--- src/hw/rtl/dns_name_label_encoder_core_assert.svh ---
// Assertion macros used by the label encoder core.
`ifndef DNS_NAME_LABEL_ENCODER_CORE_ASSERT_SVH
`define DNS_NAME_LABEL_ENCODER_CORE_ASSERT_SVH
`ifndef ASSERT_OFF
// Same-cycle implication, disabled while in reset.
`define DNLE_ASSERT_IMPLIES(label, clk, rst_n, ante, cons) \
	label: assert property (@(posedge clk) disable iff (!rst_n) (ante) |-> (cons)) \
		else $error("implication check failed");
// Next-cycle implication, disabled while in reset.
`define DNLE_ASSERT_NEXT(label, clk, rst_n, ante, cons) \
	label: assert property (@(posedge clk) disable iff (!rst_n) (ante) |=> (cons)) \
		else $error("next-cycle check failed");
`else
`define DNLE_ASSERT_IMPLIES(label, clk, rst_n, ante, cons)
`define DNLE_ASSERT_NEXT(label, clk, rst_n, ante, cons)
`endif
`endif

--- src/hw/rtl/dnle_pkg.sv ---
// Shared types and constants of the DNS label encoder.
package dnle_pkg;

	localparam logic [7:0] DOT_CHAR  = 8'h2E;
	localparam logic [7:0] TERM_BYTE = 8'h00;

	// Commands from the controller to the datapath
	typedef struct packed {
		logic store;      // write one label character
		logic load_len;   // present the length byte, reset read index
		logic rd_en;      // read the label store at the read index
		logic load_data;  // present the read character
		logic rd_next;    // advance the read index
		logic clr_label;  // drop the buffered label
		logic load_term;  // present the terminator, clear the error flag
	} cmd_t;

	// Status from the datapath to the controller
	typedef struct packed {
		logic len_zero;   // nothing buffered
		logic rd_last;    // read index is at the last character
		logic out_free;   // output register can take a word
	} status_t;

endpackage

--- src/hw/rtl/dnle_ram.sv ---
// Generic single-write, single-read RAM with registered read data.
module dnle_ram #(
	parameter int WIDTH = 8,
	parameter int DEPTH = 62
) (
	input  logic                                   clk,
	input  logic                                   we,
	input  logic [(DEPTH > 1 ? $clog2(DEPTH) : 1)-1:0] waddr,
	input  logic [WIDTH-1:0]                       wdata,
	input  logic                                   re,
	input  logic [(DEPTH > 1 ? $clog2(DEPTH) : 1)-1:0] raddr,
	output logic [WIDTH-1:0]                       rdata
);

	logic [WIDTH-1:0] mem_q [DEPTH];

	// Write port
	always_ff @(posedge clk) begin
		if (we) begin
			mem_q[waddr] <= wdata;
		end
	end

	// Registered read port, holds while not enabled
	always_ff @(posedge clk) begin
		if (re) begin
			rdata <= mem_q[raddr];
		end
	end

endmodule

--- src/hw/rtl/dnle_ctrl.sv ---
// Controller state machine of the DNS label encoder.
module dnle_ctrl (
	input  logic              clk,
	input  logic              arst_n,
	input  logic              in_valid,
	output logic              in_stall,
	input  logic [7:0]        ch,
	input  logic              end_of_name,
	input  dnle_pkg::status_t status,
	output dnle_pkg::cmd_t    cmd
);

	typedef enum logic [2:0] {
		S_IDLE,
		S_LEN,
		S_READ,
		S_DATA,
		S_TERM
	} state_t;

	state_t state_q, state_d;
	logic   eon_q, eon_d;
	logic   accept;
	logic   is_dot;

	assign in_stall = (state_q != S_IDLE);
	assign accept   = in_valid && (state_q == S_IDLE);
	assign is_dot   = (ch == dnle_pkg::DOT_CHAR);

	// Decode next state and datapath commands
	always_comb begin
		state_d = state_q;
		eon_d   = eon_q;
		cmd     = '0;
		unique case (state_q)
			S_IDLE: begin
				if (accept) begin
					if (end_of_name || is_dot) begin
						eon_d = end_of_name;
						if (!status.len_zero) begin
							state_d = S_LEN;
						end else if (end_of_name) begin
							state_d = S_TERM;
						end
					end else begin
						cmd.store = 1'b1;
					end
				end
			end
			S_LEN: begin
				if (status.out_free) begin
					cmd.load_len = 1'b1;
					state_d      = S_READ;
				end
			end
			S_READ: begin
				cmd.rd_en = 1'b1;
				state_d   = S_DATA;
			end
			S_DATA: begin
				if (status.out_free) begin
					cmd.load_data = 1'b1;
					if (status.rd_last) begin
						cmd.clr_label = 1'b1;
						state_d       = eon_q ? S_TERM : S_IDLE;
					end else begin
						cmd.rd_next = 1'b1;
						state_d     = S_READ;
					end
				end
			end
			S_TERM: begin
				if (status.out_free) begin
					cmd.load_term = 1'b1;
					state_d       = S_IDLE;
				end
			end
			default: begin
				state_d = S_IDLE;
			end
		endcase
	end

	// Hold state and the end-of-name flag
	always_ff @(posedge clk or negedge arst_n) begin
		if (!arst_n) begin
			state_q <= S_IDLE;
			eon_q   <= 1'b0;
		end else begin
			state_q <= state_d;
			eon_q   <= eon_d;
		end
	end

endmodule

--- src/hw/rtl/dnle_dp.sv ---
// Datapath of the DNS label encoder: label store, counters, output register.
module dnle_dp #(
	parameter int MAX_LABEL = 62
) (
	input  logic              clk,
	input  logic              arst_n,
	input  logic [7:0]        ch,
	input  dnle_pkg::cmd_t    cmd,
	output dnle_pkg::status_t status,
	output logic              out_valid,
	input  logic              out_stall,
	output logic [7:0]        out_byte,
	output logic              last,
	output logic              label_overflow
);

	localparam int LW = $clog2(MAX_LABEL + 1);
	localparam int AW = (MAX_LABEL > 1) ? $clog2(MAX_LABEL) : 1;

	logic [LW-1:0] len_q;
	logic [AW-1:0] idx_q;
	logic          ovf_q;
	logic          not_full;
	logic          wr_en;
	logic [7:0]    rdata;
	logic          out_valid_q;
	logic [7:0]    out_byte_q;
	logic          last_q;
	logic          out_ovf_q;

	assign not_full = (len_q < LW'(MAX_LABEL));
	assign wr_en    = cmd.store && not_full;

	assign status.len_zero = (len_q == '0);
	assign status.rd_last  = ((LW'(idx_q) + LW'(1)) == len_q);
	assign status.out_free = !out_valid_q || !out_stall;

	dnle_ram #(
		.WIDTH(8),
		.DEPTH(MAX_LABEL)
	) u_store (
		.clk  (clk),
		.we   (wr_en),
		.waddr(len_q[AW-1:0]),
		.wdata(ch),
		.re   (cmd.rd_en),
		.raddr(idx_q),
		.rdata(rdata)
	);

	// Count buffered characters, set the sticky truncation flag
	always_ff @(posedge clk or negedge arst_n) begin
		if (!arst_n) begin
			len_q <= '0;
			ovf_q <= 1'b0;
		end else begin
			if (cmd.clr_label) begin
				len_q <= '0;
			end else if (wr_en) begin
				len_q <= len_q + LW'(1);
			end
			if (cmd.load_term) begin
				ovf_q <= 1'b0;
			end else if (cmd.store && !not_full) begin
				ovf_q <= 1'b1;
			end
		end
	end

	// Advance the read index through the label
	always_ff @(posedge clk or negedge arst_n) begin
		if (!arst_n) begin
			idx_q <= '0;
		end else if (cmd.load_len) begin
			idx_q <= '0;
		end else if (cmd.rd_next) begin
			idx_q <= idx_q + AW'(1);
		end
	end

	// Output word valid flag
	always_ff @(posedge clk or negedge arst_n) begin
		if (!arst_n) begin
			out_valid_q <= 1'b0;
		end else if (cmd.load_len || cmd.load_data || cmd.load_term) begin
			out_valid_q <= 1'b1;
		end else if (!out_stall) begin
			out_valid_q <= 1'b0;
		end
	end

	// Output word payload
	always_ff @(posedge clk) begin
		if (cmd.load_len) begin
			out_byte_q <= 8'(len_q);
			last_q     <= 1'b0;
			out_ovf_q  <= 1'b0;
		end else if (cmd.load_data) begin
			out_byte_q <= rdata;
			last_q     <= 1'b0;
			out_ovf_q  <= 1'b0;
		end else if (cmd.load_term) begin
			out_byte_q <= dnle_pkg::TERM_BYTE;
			last_q     <= 1'b1;
			out_ovf_q  <= ovf_q;
		end
	end

	assign out_valid      = out_valid_q;
	assign out_byte       = out_byte_q;
	assign last           = last_q;
	assign label_overflow = out_ovf_q;

endmodule

--- src/hw/rtl/dns_name_label_encoder_core.sv ---
// DNS name label encoder: dotted name in, one character per word; wire form out.
// Characters are taken at one per cycle while in_stall is low; out_stall holds the output.
// A dot or end of name with n > 0 buffered characters loads the length byte, then for each
// byte reads the label store (registered read) and loads the read character; end of name
// adds the terminator; a bare dot emits nothing, a bare end of name only the terminator.
// Words show in the cycle after their load; reset (arst_n low) clears all but store and payload.
`include "dns_name_label_encoder_core_assert.svh"

module dns_name_label_encoder_core #(
	parameter int MAX_LABEL = 62
) (
	input  logic       clk,
	input  logic       arst_n,
	input  logic       in_valid,
	output logic       in_stall,
	input  logic [7:0] ch,
	input  logic       end_of_name,
	output logic       out_valid,
	input  logic       out_stall,
	output logic [7:0] out_byte,
	output logic       last,
	output logic       label_overflow
);

	dnle_pkg::cmd_t    cmd;
	dnle_pkg::status_t status;

	dnle_ctrl u_ctrl (
		.clk        (clk),
		.arst_n     (arst_n),
		.in_valid   (in_valid),
		.in_stall   (in_stall),
		.ch         (ch),
		.end_of_name(end_of_name),
		.status     (status),
		.cmd        (cmd)
	);

	dnle_dp #(
		.MAX_LABEL(MAX_LABEL)
	) u_dp (
		.clk           (clk),
		.arst_n        (arst_n),
		.ch            (ch),
		.cmd           (cmd),
		.status        (status),
		.out_valid     (out_valid),
		.out_stall     (out_stall),
		.out_byte      (out_byte),
		.last          (last),
		.label_overflow(label_overflow)
	);

	// Terminator word is always a zero byte
	`DNLE_ASSERT_IMPLIES(a_term_zero, clk, arst_n, out_valid && last, out_byte == 8'h00)
	// Error flag only rides on the terminator
	`DNLE_ASSERT_IMPLIES(a_ovf_on_term, clk, arst_n, out_valid && label_overflow, last)
	// No word is taken while the label is being drained
	`DNLE_ASSERT_IMPLIES(a_no_accept_drain, clk, arst_n, in_valid && !in_stall,
		!cmd.rd_en && !cmd.load_data && !cmd.load_term)
	// A read is always followed by a wait for the data load
	`DNLE_ASSERT_NEXT(a_read_then_data, clk, arst_n, cmd.rd_en, !cmd.rd_en && in_stall)

endmodule
--- config.mk ---
export PLATFORM = sky130hd
export DESIGN_NAME = dns_name_label_encoder_core
export DESIGN_NICKNAME = d
export VERILOG_FILES = /design/src/hw/rtl/dnle_pkg.sv /design/src/hw/rtl/dnle_ram.sv /design/src/hw/rtl/dnle_ctrl.sv /design/src/hw/rtl/dnle_dp.sv /design/src/hw/rtl/dns_name_label_encoder_core.sv
export VERILOG_INCLUDE_DIRS = /design/src /design/src/hw/rtl
export SDC_FILE = /design/constraint.sdc
export NUM_CORES = 1
export LEC_CHECK = 0
export BUFFER_PORTS_ARGS = -buffer_cell sky130_fd_sc_hd__buf_2
export CAP_MARGIN = 20
export CORE_MARGIN = 2
export CORE_UTILIZATION = 50
export CTS_BUF_LIST = sky130_fd_sc_hd__clkbuf_16
export CTS_CLUSTER_DIAMETER = 60
export CTS_CLUSTER_SIZE = 25
export DETAILED_ROUTE_END_ITERATION = 12
export PLACE_DENSITY = 0.65
export SLEW_MARGIN = 10
export SYNTH_ARGS = -nofsm -noshare
export SYNTH_HDL_FRONTEND = slang
export SYNTH_SLANG_ARGS = --single-unit
--- constraint.sdc ---
create_clock -name clk -period 2.6 [get_ports clk]
set_input_delay 0.52 -clock clk [delete_from_list [all_inputs] [get_ports clk]]
set_output_delay 0.52 -clock clk [all_outputs]
set_load 0.01 [all_outputs]
# Word level (Yosys, flattened, before mapping)
# Memory sizes are Yosys's and may differ from the RTL's. A register that Yosys moved wholly into a read port is not among the register bits.
# Index checks and enable logic that the tools add are counted.
# word_totals
latch_bits	0
memories	1
regBits	28
mem_bits_rw	496
romBits	0
# op_classes
mul	0
shifts	0
div_mod_pow	0
n_reduce_logical	21
bitwise	0
mux	34
magnitude_cmp	1
eq_ne	13
n_addsub	2
# memory_table
name	depth	word_bits	rd	rd_ports_with_merged_regs	wr	line	text
u_dp.u_store.mem_q	62	8	1	1	1	dnle_ram.sv:15	logic [WIDTH-1:0] mem_q [DEPTH];
# ops
cell	count
$mux 3	11
$mux 6	5
$mux 8	2
$mux 1	15
$pmux 3 s5	1
$add 6x1->6 const B	2
$eq 8x6->1 const B	1
$ne 2x2->1 const B	4
$reduce_bool 2->1	4
$eq 3x2->1 const B	2
$eq 6x6->1	1
$logic_not 6->1	1
$lt 6x6->1 const B	1
$reduce_and 6->1	1
$reduce_bool 3->1	2
$logic_or 1x1->1	4
$ne 2x1->1 const B	2
$eq 3x1->1 const B	1
$eq 3x3->1 const B	1
$logic_and 1x1->1	3
$logic_not 1->1	3
$logic_not 3->1	1
$ne 3x3->1 const B	1
$reduce_and 3->1	1
$reduce_or 2->1	1

# Depth between registers and ports, before layout
# depth
word_depth	8
ltp_mapped	10
depth_no_buf	7

# Modules after synthesis
# Synthesis repeated with hierarchy kept, for this count alone.
# unflattened
cells_unflattened	1098
hier_area_um2	21216.6
# modules_own_cells
module	cells_each	seq_area_each_um2	area_each_um2	n_inst
dnle_ram	935	15134.5	19636.3	1
dnle_dp	126	610.6	1270.0	1
dnle_ctrl	37	100.1	310.3	1

# Worst setup path after synthesis
# OpenSTA, ideal clock, no wires.
# synth_timing
path_type	reg2reg
start	register u_ctrl.state_q[2]
end	memory u_dp.u_store.mem_q[24][0] (enable)
arrival_time_ps	2506
slack_ps	-277
setup_time_ps	371
path_buffers	2
stages_incl_launch_ff	8
path_cell_list	dfrtp_1 -> buf_2 -> or4b_1 -> a311oi_2 -> o21ai_2 -> or4_1 -> clkbuf_1 -> nor2_1
# synth_via
elab_chain_len	7
# synth_lines
item	line	text
start: declaration	dnle_ctrl.sv:21	state_t state_q, state_d;
start signal: assignment	dnle_ctrl.sv:90	state_q <= state_d;
$logic_not 3->1 (*)	dnle_ctrl.sv:27, dnle_ctrl.sv:35	
$logic_and 1x1->1	dnle_ctrl.sv:27	assign accept = in_valid && (state_q == S_IDLE);
$mux 1	dnle_ctrl.sv:37	if (accept) begin
$mux 1 (*)	dnle_ctrl.sv:35	unique case (state_q)
$logic_and 1x1->1 (*)	dnle_dp.sv:32	assign wr_en = cmd.store && not_full;
$mux 1 (*)	dnle_ram.sv:19	if (we) begin
$mux 1 (not written as such) (*)	dnle_ram.sv:20	mem_q[waddr] <= wdata;
end: declaration	dnle_ram.sv:15	
# Every way passes the cells marked *; elsewhere a longest branch is shown, timed or not.

# Worst setup path after layout
# layout_timing
start	register u_ctrl.state_q[2]
end	memory u_dp.u_store.mem_q[8][0] (enable)
# Same word-level chain as after synthesis.

==> impl_metrics.env <==
export IMPL_outcome="finished with violations"
export IMPL_violations="negative setup slack"
export IMPL_top_usage_layer="met2"
export IMPL_worstPathMaxFanout=8
export IMPL_rr_worst_depth=6
export IMPL_syn_inst=1127
export IMPL_endpoint="u_dp.u_store.mem_q[8][0]"
export IMPL_critPathArrivalTime_ps=2910
export IMPL_final_hold_violation_count=0
export IMPL_required_ps=2840
export IMPL_ys_flop_type="edfxtp_1"
export IMPL_dpl_worst_slack_ps=-532
export IMPL_overflow=0
export IMPL_design_die_area_um2=43700
export IMPL_synth_edf_count=510
export IMPL_cts_path_max_buffers=3
export IMPL_syn_avg_cell_area_um2=18.7
export IMPL_area_growth_pct=15.9
export IMPL_use_met1_pct=34.2
export IMPL_start_util_pct=50.4
export IMPL_syn_num_nets=1143
export IMPL_grt_util_met2_pct=36.5
export IMPL_cts_buffers=36
export IMPL_critical_path_class="reg2reg"
export IMPL_die_w_um=209
export IMPL_drive_above_1_share_pct=30.8
export IMPL_tightestPinTransition_ps=883
export IMPL_synth_cell_area_um2=21000
export IMPL_finalCritPeriodShare_pct=103
export IMPL_fin_nets=1265
export IMPL_reg2reg_from="u_ctrl.state_q[2]"
export IMPL_wire_per_inst_um=27.5
export IMPL_startpoint="u_ctrl.state_q[2]"
export IMPL_clk_latency_ps=580
export IMPL_via_per_inst=6.12
export IMPL_via_count=11100
export IMPL_numPortBuffers=24
export IMPL_yosysUniqueCellTypes=51
export IMPL_ios=25
export IMPL_grtUsageMet3_pct=4.43
export IMPL_worst_setup_path_end_kind="register"
export IMPL_grt_antenna_before_repair=1
export IMPL_r2r_end="u_dp.u_store.mem_q[8][0]"
export IMPL_drt_iter0_markers=1154
export IMPL_rsz0062_at_grt="yes"
export IMPL_yosys_warnings=0
export IMPL_ir_drop_v=0.000435
export IMPL_rows=75
export IMPL_max_freq_ghz=0.375
export IMPL_ys_ff_latch=532
export IMPL_dp_hpwl_um=32400
export IMPL_skew_ps=25.8
export IMPL_synthTopCellsByArea="edfxtp_1 (73%), mux4_2 (12%), dfrtp_1 (2.1%)"
export IMPL_hold_class="in2reg"
export IMPL_grt_usage_pct=23.3
export IMPL_clock_sinks=532
export IMPL_ctsRootBufferMaster="clkbuf_16"
export IMPL_setup_ws_ps=-67.0
export IMPL_synth_async_sr_flop_share_pct=3.38
export IMPL_die_y_um=209
export IMPL_grt_pass1_vias=11200
export IMPL_coreArea_um2=41800
export IMPL_start_kind="register"
export IMPL_grt_pass1_wl_um=73900
export IMPL_drt_antenna_violating_nets=0
export IMPL_place_congestion=0.887
export IMPL_yosysTopAreaCellShare_pct=72.8
export IMPL_power_total_mw=22.1
export IMPL_grt_max_degree=63
export IMPL_fin_crit_ps=2670
export IMPL_htree_levels=2
export IMPL_firstDrtPassIters=5
export IMPL_reg2reg_slack_ps=-70
export IMPL_slew_limit_headroom_pct=40.3
export IMPL_finalSetupViolCount=125
export IMPL_cp_slowest_stage_delay_ps=570
export IMPL_cap_violations=0
export IMPL_synth_seq_area_share_pct=75.3
export IMPL_tritoncts="yes"
export IMPL_drc=0
export IMPL_path_clk_slew_ps=80
export IMPL_powerDensity_nw_per_um2=906
export IMPL_p_leak_nw=7.72
export IMPL_antenna_cells=0
export IMPL_wl_um=49800
export IMPL_cp_slowest_cell="or4b_4"
export IMPL_path_cells="or4b_4 > a311oi_4 > o21ai_4 > or4_4 > buf_6 > nor2_4"
export IMPL_maxSlewViolCount=0
export IMPL_synth_top_area_cell="edfxtp_1"
-- sequential cells by signal, summed over array words and instances (netlist names) --
signal               flops
u_ctrl.eon_q             1
u_ctrl.state_q           3
u_dp.idx_q               6
u_dp.label_overflow      1
u_dp.last                1
u_dp.len_q               6
u_dp.out_byte            8
u_dp.out_valid           1
u_dp.ovf_q               1
u_dp.u_store.mem_q     496
u_dp.u_store.rdata       8
-- synthesized netlist by cell type (3+ instances only) --
master	number
edfxtp_1	510
mux4_2	111
nor2_1	99
nand2_1	54
a21oi_1	33
mux2i_1	32
clkbuf_1	31
o21ai_0	30
a22oi_1	29
nand3_1	23
buf_2	18
dfrtp_1	18
a31oi_1	12
buf_1	11
nor3_1	10
nor2b_1	9
inv_1	7
nand3b_1	7
a211oi_1	6
a22o_1	6
a21boi_0	5
o211ai_1	5
xnor2_1	5
and2_1	4
dfxtp_1	4
o31ai_1	4
or3_1	4
xor2_1	4
ha_1	3
nand2b_1	3
or4_1	3
-- placed cells by master, fill, tap and decap left out, types with 5 or more instances in the layout --
master	netlist	final
a211oi_1	6	6
a21boi_0	5	5
a21oi_1	33	33
a22o_1	6	6
a22oi_1	29	29
a31oi_1	12	12
buf_12	0	16
buf_2	18	24
buf_4	0	87
buf_6	0	16
clkbuf_16	0	37
dfrtp_1	18	15
edfxtp_1	510	510
inv_1	7	8
inv_8	0	7
mux2i_1	32	32
mux4_2	111	111
nand2_1	54	54
nand3_1	23	23
nand3b_1	7	7
nor2_1	99	37
nor2_2	0	20
nor2_4	1	43
nor2b_1	9	9
nor3_1	10	8
o211ai_1	5	5
o21ai_0	30	29
xnor2_1	5	5
-- per-layer routing --
layer,part of all wire (%),vias to the layer above
met5,0.024,-
met4,2.5,2
met3,7.3,81
met2,46,453
met1,44,5769
li1,-,4793
-- through the flow --
step	setup TNS, ps	cell area (um^2)	hold slack (ps)	utilization [%]	cells
global route	-16350	24400	226	58.4	1813
detailed placement	-179740	22700	461	54.3	1735
CTS	-8550	24200	208	58.1	1808
floorplan	-6820	21200	224	-	1127
finish	-4040	24400	234	58.4	1813
global placement	-143750	22700	458	54.3	1735
-- where the power goes --
group,internal [mW],leakage [nW],switching (mW)
Clock,2.88,0.591,3.14
Combinational,2.80,2.27,3.33
Sequential,9.68,4.85,0.253
-- worst min path at each step --
stage                   startpoint  cells past startpoint                   to  slack, ps
3_3_place_gp   u_dp.label_overflow                      2  u_dp.label_overflow        460
2_1_floorplan               arst_n                      0         u_ctrl.eon_q        220
3_5_place_dp      u_dp.out_byte[7]                      1     u_dp.out_byte[7]        460
6_report                  in_valid                      3    u_ctrl.state_q[0]        230
5_1_grt                   in_valid                      3    u_ctrl.state_q[0]        230
4_1_cts                   in_valid                      3    u_ctrl.state_q[0]        210
-- critical path, delay by kind of cell, from the launching register on --
family	cells	cell delay [ps]
and+or+nand+nor	3	1270
DFF	1	380
buffers and inverters	1	180
AOI/OAI and AO/OA	2	520
-- area by class of cell --
cell class / count / area [um^2]
Fill cell: 3020 / 17400
Tap cell: 539 / 674
Sequential cell: 532 / 15900
Timing Repair Buffer: 144 / 1280
Inverter: 8 / 30.0
Clock inverter: 26 / 297
Clock buffer: 37 / 926
Multi-Input combinational cell: 527 / 5330
-- repair_timing --
action                     CTS  global route
setup endpoints to repair  499           464
buffers inserted             9             5
pin swaps                   12             6
hold buffers                 1             0
hold endpoints to repair    18             0
resized for setup           55            22
-- cell families (layout without fill, tap and decap cells) --
kind of cell	Yosys count	in the layout	share of synthesized area (%)
AOI/OAI and AO/OA	140	140	4.31
buffers and inverters	68	215	1.32
xor gates and xnor gates	9	9	0.375
and+or+nand+nor	230	230	5.01
DFF	532	532	75.3
muxes	145	145	13.5
adders and majority gates	3	3	0.178
Power figures use the tool's default switching activity.
